--- config.mk ---
export PLATFORM = sky130hd
export DESIGN_NAME = register_machine_execute_unit_flat
export DESIGN_NICKNAME = d
export VERILOG_FILES = /design/src/rtl/rme_pkg.sv /design/src/rtl/rme_in_if.sv /design/src/rtl/rme_out_if.sv /design/src/rtl/rme_regfile.sv /design/src/rtl/rme_dmem.sv /design/src/rtl/rme_exec.sv /design/src/rtl/register_machine_execute_unit.sv /design/src/flat_wrapper.sv
export SDC_FILE = /design/constraint.sdc
export NUM_CORES = 2
export LEC_CHECK = 0
export BUFFER_PORTS_ARGS = -buffer_cell sky130_fd_sc_hd__buf_4
export CORE_AREA = 2 2 523 525
export CTS_CLUSTER_DIAMETER = 80
export DETAILED_ROUTE_END_ITERATION = 6
export DIE_AREA = 0 0 525 527
export GPL_TIMING_DRIVEN = 0
export HOLD_SLACK_MARGIN = 0.02
export PLACE_DENSITY = 0.66
export SETUP_SLACK_MARGIN = 0.4
export SLEW_MARGIN = 20
export SYNTH_ARGS = -nofsm -noshare
export SYNTH_HDL_FRONTEND = slang
export SYNTH_SLANG_ARGS = --single-unit
--- constraint.sdc ---
create_clock -name clk -period 25.1 [get_ports clk]
set_input_delay 5.02 -clock clk [delete_from_list [all_inputs] [get_ports clk]]
set_output_delay 5.02 -clock clk [all_outputs]
set_load 0.02 [all_outputs]
--- src/rtl/rme_pkg.sv ---
// Shared types, codes and helpers of the register machine execute unit.
// Depends on nothing; every other file refers to it by scoped names.
package rme_pkg;

	localparam int MEM_BYTES = 256;
	localparam int NUM_REGS  = 8;
	localparam int MEM_AW    = $clog2(MEM_BYTES);
	localparam int REG_AW    = $clog2(NUM_REGS);

	// Instruction codes
	localparam logic [3:0] ACT_STORE   = 4'd1;
	localparam logic [3:0] ACT_LOAD    = 4'd2;
	localparam logic [3:0] ACT_ADD     = 4'd3;
	localparam logic [3:0] ACT_SUB     = 4'd4;
	localparam logic [3:0] ACT_MUL     = 4'd5;
	localparam logic [3:0] ACT_READ    = 4'd6;
	localparam logic [3:0] ACT_PRINT   = 4'd7;
	localparam logic [3:0] ACT_BRANCH  = 4'd8;
	localparam logic [3:0] ACT_JUMP    = 4'd14;
	localparam logic [3:0] ACT_PRELOAD = 4'd15;

	// Comparison codes of the conditional branch
	localparam logic [7:0] CMP_EQ = 8'd9;
	localparam logic [7:0] CMP_GT = 8'd10;
	localparam logic [7:0] CMP_LT = 8'd11;
	localparam logic [7:0] CMP_GE = 8'd12;
	localparam logic [7:0] CMP_LE = 8'd13;

	typedef struct packed {
		logic        [3:0] action;
		logic        [7:0] first_operand;
		logic        [7:0] second_operand;
		logic        [7:0] third_operand;
		logic        [7:0] fourth_operand;
		logic signed [31:0] entered_value;
	} in_item_t;

	typedef struct packed {
		logic               shown_valid;
		logic        [2:0]  shown_register;
		logic signed [31:0] shown_value;
		logic               jump_taken;
		logic        [7:0]  jump_line;
	} out_item_t;

	typedef struct packed {
		logic              en;
		logic [REG_AW-1:0] idx;
		logic [31:0]       data;
	} reg_wr_t;

	typedef struct packed {
		logic              en;
		logic [MEM_AW-1:0] addr;
		logic [7:0]        data;
	} mem_wr_t;

	// Register read port A: compared or printed register, else first source
	function automatic logic [REG_AW-1:0] reg_a_idx(in_item_t it);
		logic [REG_AW-1:0] idx;
		if (it.action == ACT_BRANCH || it.action == ACT_PRINT) begin
			idx = it.first_operand[REG_AW-1:0];
		end else begin
			idx = it.second_operand[REG_AW-1:0];
		end
		return idx;
	endfunction

	// Register read port B: second compared register, else second source
	function automatic logic [REG_AW-1:0] reg_b_idx(in_item_t it);
		logic [REG_AW-1:0] idx;
		if (it.action == ACT_BRANCH) begin
			idx = it.second_operand[REG_AW-1:0];
		end else begin
			idx = it.third_operand[REG_AW-1:0];
		end
		return idx;
	endfunction

	// Memory index from a byte operand, widened or narrowed to the depth
	function automatic logic [MEM_AW-1:0] mem_index(logic [7:0] op);
		logic [MEM_AW+7:0] ext;
		ext = {{MEM_AW{1'b0}}, op};
		return ext[MEM_AW-1:0];
	endfunction

	function automatic logic mem_in_range(logic [7:0] op);
		logic [MEM_AW+7:0] ext;
		ext = {{MEM_AW{1'b0}}, op};
		return ext < (MEM_AW+8)'(MEM_BYTES);
	endfunction

endpackage

--- src/rtl/rme_in_if.sv ---
// Instruction channel: valid/ready handshake carrying one instruction item.
// Depends on rme_pkg for the payload type.
interface rme_in_if;
	logic              valid;
	logic              ready;
	rme_pkg::in_item_t data;

	modport source (output valid, output data, input ready);
	modport sink   (input valid, input data, output ready);
endinterface

--- src/rtl/rme_out_if.sv ---
// Result channel: valid/ready handshake carrying one result item.
// Depends on rme_pkg for the payload type.
interface rme_out_if;
	logic               valid;
	logic               ready;
	rme_pkg::out_item_t data;

	modport source (output valid, output data, input ready);
	modport sink   (input valid, input data, output ready);
endinterface

--- src/rtl/rme_regfile.sv ---
// Register file: eight 32-bit registers, two registered read ports, one write.
// Depends on rme_pkg.
module rme_regfile (
	input  logic                        clk,
	input  logic                        arst_n,
	input  logic                        rd_en,
	input  logic [rme_pkg::REG_AW-1:0]  ra,
	input  logic [rme_pkg::REG_AW-1:0]  rb,
	input  rme_pkg::reg_wr_t            wr,
	output logic [31:0]                 rda,
	output logic [31:0]                 rdb
);

	logic [31:0] regs_q [rme_pkg::NUM_REGS];
	logic [31:0] rda_q;
	logic [31:0] rdb_q;

	// Write one register per cycle; clear all at reset
	always_ff @(posedge clk or negedge arst_n) begin
		if (!arst_n) begin
			for (int i = 0; i < rme_pkg::NUM_REGS; i++) begin
				regs_q[i] <= '0;
			end
		end else if (wr.en) begin
			regs_q[wr.idx] <= wr.data;
		end
	end

	// Capture both read ports when an item enters; old data on a same-edge write
	always_ff @(posedge clk) begin
		if (rd_en) begin
			rda_q <= regs_q[ra];
			rdb_q <= regs_q[rb];
		end
	end

	assign rda = rda_q;
	assign rdb = rdb_q;

endmodule

--- src/rtl/rme_dmem.sv ---
// Byte data memory with one registered read port, one write port and a
// zero-fill sweep after reset. Depends on rme_pkg.
module rme_dmem (
	input  logic                        clk,
	input  logic                        arst_n,
	input  logic                        rd_en,
	input  logic [rme_pkg::MEM_AW-1:0]  ra,
	input  rme_pkg::mem_wr_t            wr,
	output logic [7:0]                  rd,
	output logic                        busy
);

	logic [7:0]                mem [rme_pkg::MEM_BYTES];
	logic [7:0]                rd_q;
	logic [rme_pkg::MEM_AW:0]  clr_cnt_q;

	assign busy = clr_cnt_q != (rme_pkg::MEM_AW+1)'(rme_pkg::MEM_BYTES);

	// Advance the clear sweep one byte per cycle after reset
	always_ff @(posedge clk or negedge arst_n) begin
		if (!arst_n) begin
			clr_cnt_q <= '0;
		end else if (busy) begin
			clr_cnt_q <= clr_cnt_q + 1'b1;
		end
	end

	// Write zero during the sweep, else the committed store
	always_ff @(posedge clk) begin
		if (busy) begin
			mem[clr_cnt_q[rme_pkg::MEM_AW-1:0]] <= '0;
		end else if (wr.en) begin
			mem[wr.addr] <= wr.data;
		end
	end

	// Registered read when an item enters
	always_ff @(posedge clk) begin
		if (rd_en) begin
			rd_q <= mem[ra];
		end
	end

	assign rd = rd_q;

endmodule

--- src/rtl/rme_exec.sv ---
// Execute logic: forwarding, ALU, compare and result forming for the item
// held in the input stage. Depends on rme_pkg.
module rme_exec (
	input  rme_pkg::in_item_t   item,
	input  logic [31:0]         rda,
	input  logic [31:0]         rdb,
	input  logic [7:0]          mrd,
	input  rme_pkg::reg_wr_t    rfwd,
	input  rme_pkg::mem_wr_t    mfwd,
	output rme_pkg::reg_wr_t    reg_wr,
	output rme_pkg::mem_wr_t    mem_wr,
	output rme_pkg::out_item_t  res
);

	logic [31:0]        va;
	logic [31:0]        vb;
	logic [7:0]         vm;
	logic               cond;
	logic [rme_pkg::REG_AW-1:0] a_idx;
	logic [rme_pkg::REG_AW-1:0] b_idx;
	logic [rme_pkg::MEM_AW-1:0] ld_addr;

	assign a_idx   = rme_pkg::reg_a_idx(item);
	assign b_idx   = rme_pkg::reg_b_idx(item);
	assign ld_addr = rme_pkg::mem_index(item.second_operand);

	// Forward the write that committed as this item was read
	always_comb begin
		va = (rfwd.en && rfwd.idx == a_idx) ? rfwd.data : rda;
		vb = (rfwd.en && rfwd.idx == b_idx) ? rfwd.data : rdb;
		vm = (mfwd.en && mfwd.addr == ld_addr) ? mfwd.data : mrd;
	end

	// Signed comparison; an unknown code counts as false
	always_comb begin
		case (item.third_operand)
			rme_pkg::CMP_EQ: cond = va == vb;
			rme_pkg::CMP_GT: cond = $signed(va) >  $signed(vb);
			rme_pkg::CMP_LT: cond = $signed(va) <  $signed(vb);
			rme_pkg::CMP_GE: cond = $signed(va) >= $signed(vb);
			rme_pkg::CMP_LE: cond = $signed(va) <= $signed(vb);
			default:         cond = 1'b0;
		endcase
	end

	// Decode the action into writes and a result
	always_comb begin
		reg_wr      = '0;
		reg_wr.idx  = item.first_operand[rme_pkg::REG_AW-1:0];
		mem_wr      = '0;
		mem_wr.addr = rme_pkg::mem_index(item.first_operand);
		res         = '0;
		unique case (item.action)
			rme_pkg::ACT_STORE: begin
				mem_wr.en   = rme_pkg::mem_in_range(item.first_operand);
				mem_wr.data = va[7:0];
			end
			rme_pkg::ACT_LOAD: begin
				reg_wr.en = 1'b1;
				if (rme_pkg::mem_in_range(item.second_operand)) begin
					reg_wr.data = {{24{vm[7]}}, vm};
				end
			end
			rme_pkg::ACT_ADD: begin
				reg_wr.en   = 1'b1;
				reg_wr.data = va + vb;
			end
			rme_pkg::ACT_SUB: begin
				reg_wr.en   = 1'b1;
				reg_wr.data = va - vb;
			end
			rme_pkg::ACT_MUL: begin
				reg_wr.en   = 1'b1;
				reg_wr.data = va * vb;
			end
			rme_pkg::ACT_READ: begin
				reg_wr.en   = 1'b1;
				reg_wr.data = item.entered_value;
			end
			rme_pkg::ACT_PRINT: begin
				res.shown_valid    = 1'b1;
				res.shown_register = item.first_operand[2:0];
				res.shown_value    = va;
			end
			rme_pkg::ACT_BRANCH: begin
				if (!cond) begin
					res.jump_taken = 1'b1;
					res.jump_line  = item.fourth_operand;
				end
			end
			rme_pkg::ACT_JUMP: begin
				res.jump_taken = 1'b1;
				res.jump_line  = item.first_operand;
			end
			rme_pkg::ACT_PRELOAD: begin
				mem_wr.en   = rme_pkg::mem_in_range(item.first_operand);
				mem_wr.data = item.entered_value[7:0];
			end
			default: begin
			end
		endcase
	end

endmodule

--- src/rtl/register_machine_execute_unit.sv ---
// Top level of the register machine execute unit: input stage, execute,
// result register. Depends on rme_pkg, rme_in_if, rme_out_if and submodules.
//
//   port    dir   moves
//   instr   in    one instruction item per handshake
//   result  out   one result item per instruction
//
// One instruction per cycle sustained while results are taken; each item
// passes through the input stage (register and memory reads land there) and
// then sits in the result register. Writes commit as the item leaves the
// input stage; the next item's reads are patched by forwarding. After reset
// the MEM_BYTES-byte memory is zeroed with instr.ready low. A stalled result
// holds the input stage, and the input stage holds instr.ready low.
module register_machine_execute_unit (
	input  logic       clk,
	input  logic       arst_n,
	rme_in_if.sink     instr,
	rme_out_if.source  result
);

	logic               s1_valid_q;
	rme_pkg::in_item_t  item_s1;
	rme_pkg::reg_wr_t   rfwd_q;
	rme_pkg::mem_wr_t   mfwd_q;
	logic               out_valid_q;
	rme_pkg::out_item_t out_q;

	logic               accept;
	logic               s1_adv;
	logic               commit;
	logic               mem_busy;
	logic [31:0]        rda;
	logic [31:0]        rdb;
	logic [7:0]         mrd;
	rme_pkg::reg_wr_t   reg_wr;
	rme_pkg::mem_wr_t   mem_wr;
	rme_pkg::reg_wr_t   reg_wr_c;
	rme_pkg::mem_wr_t   mem_wr_c;
	rme_pkg::out_item_t res;

	// Handshake control
	assign s1_adv      = s1_valid_q && (!out_valid_q || result.ready);
	assign commit      = s1_adv;
	assign instr.ready = !mem_busy && (!s1_valid_q || s1_adv);
	assign accept      = instr.valid && instr.ready;

	// Gate writes to the edge at which the item leaves the input stage
	always_comb begin
		reg_wr_c    = reg_wr;
		mem_wr_c    = mem_wr;
		reg_wr_c.en = reg_wr.en && commit;
		mem_wr_c.en = mem_wr.en && commit;
	end

	rme_regfile u_regfile (
		.clk    (clk),
		.arst_n (arst_n),
		.rd_en  (accept),
		.ra     (rme_pkg::reg_a_idx(instr.data)),
		.rb     (rme_pkg::reg_b_idx(instr.data)),
		.wr     (reg_wr_c),
		.rda    (rda),
		.rdb    (rdb)
	);

	rme_dmem u_dmem (
		.clk    (clk),
		.arst_n (arst_n),
		.rd_en  (accept),
		.ra     (rme_pkg::mem_index(instr.data.second_operand)),
		.wr     (mem_wr_c),
		.rd     (mrd),
		.busy   (mem_busy)
	);

	rme_exec u_exec (
		.item   (item_s1),
		.rda    (rda),
		.rdb    (rdb),
		.mrd    (mrd),
		.rfwd   (rfwd_q),
		.mfwd   (mfwd_q),
		.reg_wr (reg_wr),
		.mem_wr (mem_wr),
		.res    (res)
	);

	// Input stage valid and forwarding record
	always_ff @(posedge clk or negedge arst_n) begin
		if (!arst_n) begin
			s1_valid_q <= 1'b0;
			rfwd_q     <= '0;
			mfwd_q     <= '0;
		end else begin
			if (accept) begin
				s1_valid_q <= 1'b1;
				rfwd_q     <= reg_wr_c;
				mfwd_q     <= mem_wr_c;
			end else if (s1_adv) begin
				s1_valid_q <= 1'b0;
			end
		end
	end

	// Input stage payload
	always_ff @(posedge clk) begin
		if (accept) begin
			item_s1 <= instr.data;
		end
	end

	// Result register valid
	always_ff @(posedge clk or negedge arst_n) begin
		if (!arst_n) begin
			out_valid_q <= 1'b0;
		end else if (s1_adv) begin
			out_valid_q <= 1'b1;
		end else if (result.ready) begin
			out_valid_q <= 1'b0;
		end
	end

	// Result register payload
	always_ff @(posedge clk) begin
		if (s1_adv) begin
			out_q <= res;
		end
	end

	assign result.valid = out_valid_q;
	assign result.data  = out_q;

endmodule
--- src/flat_wrapper.sv ---
// flat-port wrapper written by rule: the top's interface ports become plain ports
module register_machine_execute_unit_flat 
  (clk, arst_n, instr_valid, instr_data, instr_ready, result_valid, result_data, result_ready);
  rme_in_if instr_i ();
  rme_out_if result_i ();
  input  logic clk;
  input  logic arst_n;
  input wire logic [$bits(instr_i.valid)-1:0] instr_valid;
  input wire logic [$bits(instr_i.data)-1:0] instr_data;
  output wire logic [$bits(instr_i.ready)-1:0] instr_ready;
  output wire logic [$bits(result_i.valid)-1:0] result_valid;
  output wire logic [$bits(result_i.data)-1:0] result_data;
  input wire logic [$bits(result_i.ready)-1:0] result_ready;
  assign instr_i.valid = instr_valid;
  assign instr_i.data = instr_data;
  assign instr_ready = instr_i.ready;
  assign result_valid = result_i.valid;
  assign result_data = result_i.data;
  assign result_i.ready = result_ready;
  register_machine_execute_unit u_core (.clk(clk), .arst_n(arst_n), .instr(instr_i), .result(result_i));
endmodule
Word level (Yosys, flattened, before mapping)
Memories as Yosys holds them, arrays and structs flattened. A register that Yosys moved wholly into a read port is not among the register bits.
Index checks and enable logic that the tools add are counted.
{"block": "totals", "wordCells": 125, "memories": 1, "reg_bits": 497, "mem_bits_rw": 2048}
{"block": "classes", "n_mux": 36, "addsub": 3, "n_reduce_logical": 21, "bitwise_logic": 3, "n_eq_ne": 22, "n_mul": 1, "magnitude_cmp": 8}
{"name": "u_core.u_dmem.mem", "depth": 256, "word_bits": 8, "rd": 1, "rd_ports_with_merged_regs": 1, "write_ports": 1, "line": "rme_dmem.sv:13", "rtl": "logic [7:0] mem [rme_pkg::MEM_BYTES];"}
{"op": "$bwmux 256", "n": 1}
{"op": "$mux 32", "n": 7}
{"op": "$bmux 32 s3", "n": 2}
{"op": "$pmux 32 s5", "n": 1}
{"op": "$demux 32 s3", "n": 1}
{"op": "$eq 8x4->1 const B", "n": 5}
{"op": "$mux 36", "n": 1}
{"op": "$add 32x32->32", "n": 1}
{"op": "$eq 32x32->1", "n": 1}
{"op": "$ge 32x32->1", "n": 1}
{"op": "$gt 32x32->1", "n": 1}
{"op": "$le 32x32->1", "n": 1}
{"op": "$lt 32x32->1", "n": 1}
{"op": "$mul 32x32->32", "n": 1}
{"op": "$sub 32x32->32", "n": 1}
{"op": "$mux 8", "n": 3}
{"op": "$eq 4x3->1 const B", "n": 5}
{"op": "$pmux 9 s2", "n": 1}
{"op": "$eq 4x4->1 const B", "n": 4}
{"op": "$pmux 8 s2", "n": 1}
{"op": "$ge 4x4->1 const B", "n": 3}
{"op": "$mux 1", "n": 12}
{"op": "$mux 3", "n": 4}
{"op": "$not 3->4", "n": 3}
{"op": "other kinds (16)", "n": 32}

Longest topological paths before layout
{"block": "logic_depth", "ltp_word": 10, "mapped_depth": 38, "ltp_nobuf": 34}

Modules after synthesis
A second synthesis with hierarchy kept.
{"block": "unflattened", "hier_cells": 7521, "area_unflattened_um2": 122481.2}
{"module": "rme_dmem", "area_each_um2": 80041.8, "cells_each": 3802, "instances": 1}
{"module": "rme_exec", "area_each_um2": 20837.5, "cells_each": 2605, "instances": 1}
{"module": "rme_regfile", "area_each_um2": 15640.0, "cells_each": 843, "instances": 1}
{"module": "register_machine_execute_unit", "area_each_um2": 5962.0, "cells_each": 271, "instances": 1}

Worst setup path after synthesis
No wires, ideal clock.
{"block": "synth_path", "path_kind": "input-to-reg", "from": "input port result_ready", "to": "memory u_core.u_dmem.mem[0][0], data pin", "t_required_ns": 23.707, "cell_stages": 6, "setup_ns": 1.393, "t_arrival_ns": 13.122, "slack_ns": 10.584, "path_cell_list": "nand2b_1 -> and2_1 -> o21ai_0 -> or2_2 -> clkbuf_1 -> nor2_1"}
{"block": "synth_between", "elab_chain_len": 8}
{"item": "start: declaration", "line": "flat_wrapper.sv:13", "rtl": "input wire logic [$bits(result_i.ready)-1:0] result_ready;"}
{"item": "$logic_or 1x1->1", "line": "register_machine_execute_unit.sv:42", "rtl": "assign s1_adv = s1_valid_q && (!out_valid_q || result.ready);"}
{"item": "$logic_and 1x1->1", "line": "register_machine_execute_unit.sv:42"}
{"item": "net u_core.commit", "line": "register_machine_execute_unit.sv:30", "rtl": "logic commit;"}
{"item": "$logic_and 1x1->1", "line": "register_machine_execute_unit.sv:52", "rtl": "mem_wr_c.en = mem_wr.en && commit;"}
{"item": "$mux 1", "line": "rme_dmem.sv:32", "rtl": "end else if (wr.en) begin"}
{"item": "$mux 1", "line": "rme_dmem.sv:30", "rtl": "if (busy) begin"}
{"item": "$mux 1 (implied by the code)", "line": "rme_dmem.sv:33", "rtl": "mem[wr.addr] <= wr.data;"}
{"item": "$reduce_or 8->1 (no line)"}
{"item": "$mux 8 (no line)"}
{"item": "end: declaration", "line": "rme_dmem.sv:13"}
The timed path passes the listed nets, and every way through them passes these cells.

Worst setup path after layout
{"block": "layout_path", "from": "register u_core.item_s1[67] (netlist bit)", "to": "register u_core.u_regfile.regs_q[91] (netlist bit)"}
{"block": "layout_between", "elab_chain_len": 9, "elab_cells_between_ends": 24, "classes_between": "add/sub (2); mul (1); eq/ne (9); mux (7); reduce/logical (5)"}
{"item": "start: declaration", "line": "register_machine_execute_unit.sv:22", "rtl": "rme_pkg::in_item_t item_s1;"}
{"item": "start signal: assignment", "line": "register_machine_execute_unit.sv:108", "rtl": "item_s1 <= instr.data;"}
{"item": "$eq 4x4->1 or $eq 4x3->1 (tied branches)", "line": "rme_pkg.sv:61", "rtl": "if (it.action == ACT_BRANCH || it.action == ACT_PRINT) begin"}
{"item": "$logic_or 1x1->1 *", "line": "rme_pkg.sv:61"}
{"item": "$mux 3 *", "line": "rme_pkg.sv:61"}
{"item": "$eq 3x3->1 *", "line": "rme_exec.sv:29", "rtl": "va = (rfwd.en && rfwd.idx == a_idx) ? rfwd.data : rda;"}
{"item": "$logic_and 1x1->1 *", "line": "rme_exec.sv:29"}
{"item": "$mux 32 *", "line": "rme_exec.sv:29"}
{"item": "net u_core.u_exec.va[5]", "line": "rme_exec.sv:15", "rtl": "logic [31:0] va;"}
{"item": "$mul 32x32->32 (tied with other cells)", "line": "rme_exec.sv:74", "rtl": "reg_wr.data = va * vb;"}
{"item": "$pmux 32 s5 *", "line": "rme_exec.sv:53", "rtl": "unique case (item.action)"}
{"item": "$bwmux 256 *", "line": "rme_regfile.sv:25", "rtl": "regs_q[wr.idx] <= wr.data;"}
{"item": "end signal: indexed assignment", "line": "rme_regfile.sv:25"}
{"item": "end: declaration", "line": "rme_regfile.sv:14", "rtl": "logic [31:0] regs_q [rme_pkg::NUM_REGS];"}
The timed path passes the listed nets; every way through them passes the cells marked *.
A chain may end at the register's enable or synchronous reset.

==> out/summary.txt <==
Status - finished, final reports clean
Total of max-cap violations - 0
GR Overflow Total - 0
Slowest cell on crit path - o31ai_1
Power Density - 64.2 nW/um^2
Comb pwr share - 2.8%
Net Sw Frac - 21.4%
Via density - 6.14
Post-route minimum period - 14.26 ns
Lkg Pwr - 43.3 nW
Setup TNS - 0 ns
Post-synth ARST share - 12.4%
Final hold violations - 0
Pin count of the biggest net entering global routing - 89
Antenna-violating nets left - 0
Total CTS buffers - 277
Fraction of layout cells with a size suffix above 1 - 20.8%
Area Overhead vs Synth - 13.7%
RSZ-0062 raised after global routing - no
Worst-Skew Late Latency - 0.92 ns
Hold_ws - 0.491 ns
CTS H-tree depth - 5
# setup viols final - 0
Share of the synthesized area in the top cell type - 55.3%
M3 GR Usage - 4.97%
Worst EP required - 25.79 ns
Vias in the first global route - 73200
Avg Cell Area, Syn - 16.1 um^2
Vias after detailed routing - 72700
Die span in y - 527 um
Worst relative slew slack - 14.6%
Cts hold-fix bufs - 0
First-pass GRT wire length - 539000 um
Initial DRC Count - 9196
Final count of pins violating max slew - 0
Max IR drop VDD - 0.0657 mV
Largest cells by area after synthesis - edfxtp_1 55%, mux4_2 14%, fa_1 6.7%
Layout Skew - 0.0688 ns
Synth Register Bits - 2550
Top_reg_cell synth - edfxtp_1
Placed Area - 129000 um^2
Most common cell in the synthesized netlist - edfxtp_1
GRT Max-Usage Layer - met2
Hold WC Path Type - reg -> reg
CTS sink count - 2550
Number of I/O pins - 119
Crit Path Class - reg -> reg
Clock transition at path regs - 0.06 ns
Synth warn - 0
Post-synth EDFFs - 2233
Worst Tran Pin Value - 1.28 ns
TritonCTS clock tree - done
Commonest cells in the synthesized netlist - 2233 x edfxtp_1, 865 x nor2_1, 744 x mux4_2
Die ar. - 277000 um^2
Synth unique cells - 88
WL final - 381000 um
Post_cts resized - 0
Final Cell Area - 138000 um^2
Max Clock Freq - 0.0701 GHz
Crit start category - register
Initial Util - 44.7%
Postcts setup bufs - 0
Final period utilization - 56.8%
Final #Nets - 8692
Port Buffers - 118
Initial antenna violation count - 16
Biggest area consumer among synthesized cells - edfxtp_1
Global Route Usage Sum - 27.3%
# rows - 192
TritonRoute pass-1 iters - 6
CP max stage delay - 1.06 ns
CP Capture Type - register
Drt drc - 0
Worst-case clock buffer depth - 4
DIE WIDTH - 525 um
Clock network fraction of total power - 45.6%
Instance count of the mapped netlist - 7527
DP HPWL - 277000 um
Post-Syn Nets - 8197
Syn Std Cell Area - 121000 um^2
Overall power of the completed layout - 8.86 mW
Sequential area share after synthesis - 61.8%
Final Wtd Congestion - 1.01
GRT met2 Usage - 44.9%
Psw - 1.90 mW
Met1 usage - 34.9%
Reg power frac - 51.6%
Crit Path Max Fanout - 11
Wire per inst - 32.2 um
Critical Path AT - 14.96 ns
Core area - 272000 um^2
Internal power - 6.97 mW
Root Driver - clkbuf_16
==> per-layer routing <==
layer / vias up / part of all wire (%)
met5: - / 0.014
met4: 6 / 6.0
met3: 909 / 9.0
met2: 4298 / 48
met1: 38200 / 36
li1: 29300 / -
==> power groups by stage <==
stage | sequential [mW] | combinational (mW) | clock [mW]
after floorplan | 4.66 | 0.147 | 0
after global placement | 4.66 | 0.243 | 0
after detailed placement | 4.66 | 0.249 | 0
after CTS | 4.57 | 0.250 | 4.08
after global routing | 4.57 | 0.261 | 4.25
final | 4.57 | 0.249 | 4.04
==> cells by family after synthesis <==
family                     share of synthesized area (%)
muxes                                               16.9
AOI/OAI and AO/OA                                   3.58
adders and majority gates                           8.70
and+or+nand+nor                                     5.30
xor gates and xnor gates                           0.940
DFF                                                 61.8
buffers and inverters                               2.80
==> cells in the final DEF, fill, tap and decap left out, drive strengths merged, types with 9 or more instances in the layout <==
| cell type | n |
|---|---|
| o31ai | 9 |
| bufinv | 22 |
| clkinvlp | 10 |
| clkbuf | 661 |
| o21ai | 198 |
| mux4 | 744 |
| mux2i | 118 |
| xnor2 | 100 |
| o211ai | 40 |
| nor2 | 865 |
| inv | 477 |
| nor3 | 37 |
| a221oi | 18 |
| a31oi | 39 |
| ha | 189 |
| edfxtp | 2233 |
| mux2 | 224 |
| xor2 | 20 |
| a22o | 10 |
| clkinv | 126 |
| dfrtp | 317 |
| fa | 409 |
| or3 | 13 |
| a21oi | 180 |
| a211oi | 39 |
| a21o | 26 |
| and2 | 11 |
| nand4 | 19 |
| o221ai | 12 |
| nand2 | 548 |
| nor2b | 18 |
| o21bai | 18 |
| a22oi | 9 |
| nand2b | 20 |
| o21a | 14 |
| nand3 | 24 |
| nor4 | 14 |
| buf | 312 |
==> critical path, delay by kind of cell, from the launching register on <==
| family | cells | cell delay (ns) |
|---|---|---|
| xor+xnor | 1 | 0.71 |
| fa+ha+maj | 10 | 4.17 |
| compound gates | 9 | 3.80 |
| mux | 1 | 0.87 |
| simple gates | 3 | 0.68 |
| buf+inv | 8 | 3.34 |
| flops | 1 | 0.45 |
==> state kept, by name, indices dropped and copies added, names as in the netlist, 17 cells and up <==
signal                   cells
u_core.u_dmem.mem         2048
u_core.u_regfile.regs_q    256
u_core.item_s1              68
u_core.result.data          45
u_core.rfwd_q               33
u_core.u_regfile.rda        32
u_core.u_regfile.rdb        32
u_core.mfwd_q               17
==> area by class of cell <==
type                       instances  area (um^2)
antenna                            4         10.0
buffer                           405         1640
clock buffer                     352         7300
clock inverter                   147         1630
fill                           22100       134000
inverter                         488         1830
multi-input combinational       4084        43200
sequential                      2550        75000
tap                             3589         4490
timing repair buffer             216         2920
==> final timing paths <==
kind                                         start                           to  slack, ns  cells after the start
max in group asynchronous                   arst_n  u_core.u_regfile.regs_q[70]      19.28                      4
worst max-delay path            u_core.item_s1[67]  u_core.u_regfile.regs_q[91]      10.84                     32
worst min-delay path             u_core.mfwd_q[16]            u_core.mfwd_q[16]       0.49                      2
min in group asynchronous                   arst_n            u_core.rfwd_q[25]       4.14                      1
worst min register to register   u_core.mfwd_q[16]            u_core.mfwd_q[16]       0.49                      2
worst max register to register  u_core.item_s1[67]  u_core.u_regfile.regs_q[91]      10.84                     32
==> through the flow <==
step                setup WS, ns  cells  util [%]
finish                     10.84  11800      50.8
global route               10.65  11800      50.8
CTS                        11.30  11800      50.8
detailed placement         11.31  11300      47.5
global placement           0.363  11200      46.6
floorplan                  10.58   7527         -
Note: power is estimated with default switching activity, not from simulation.
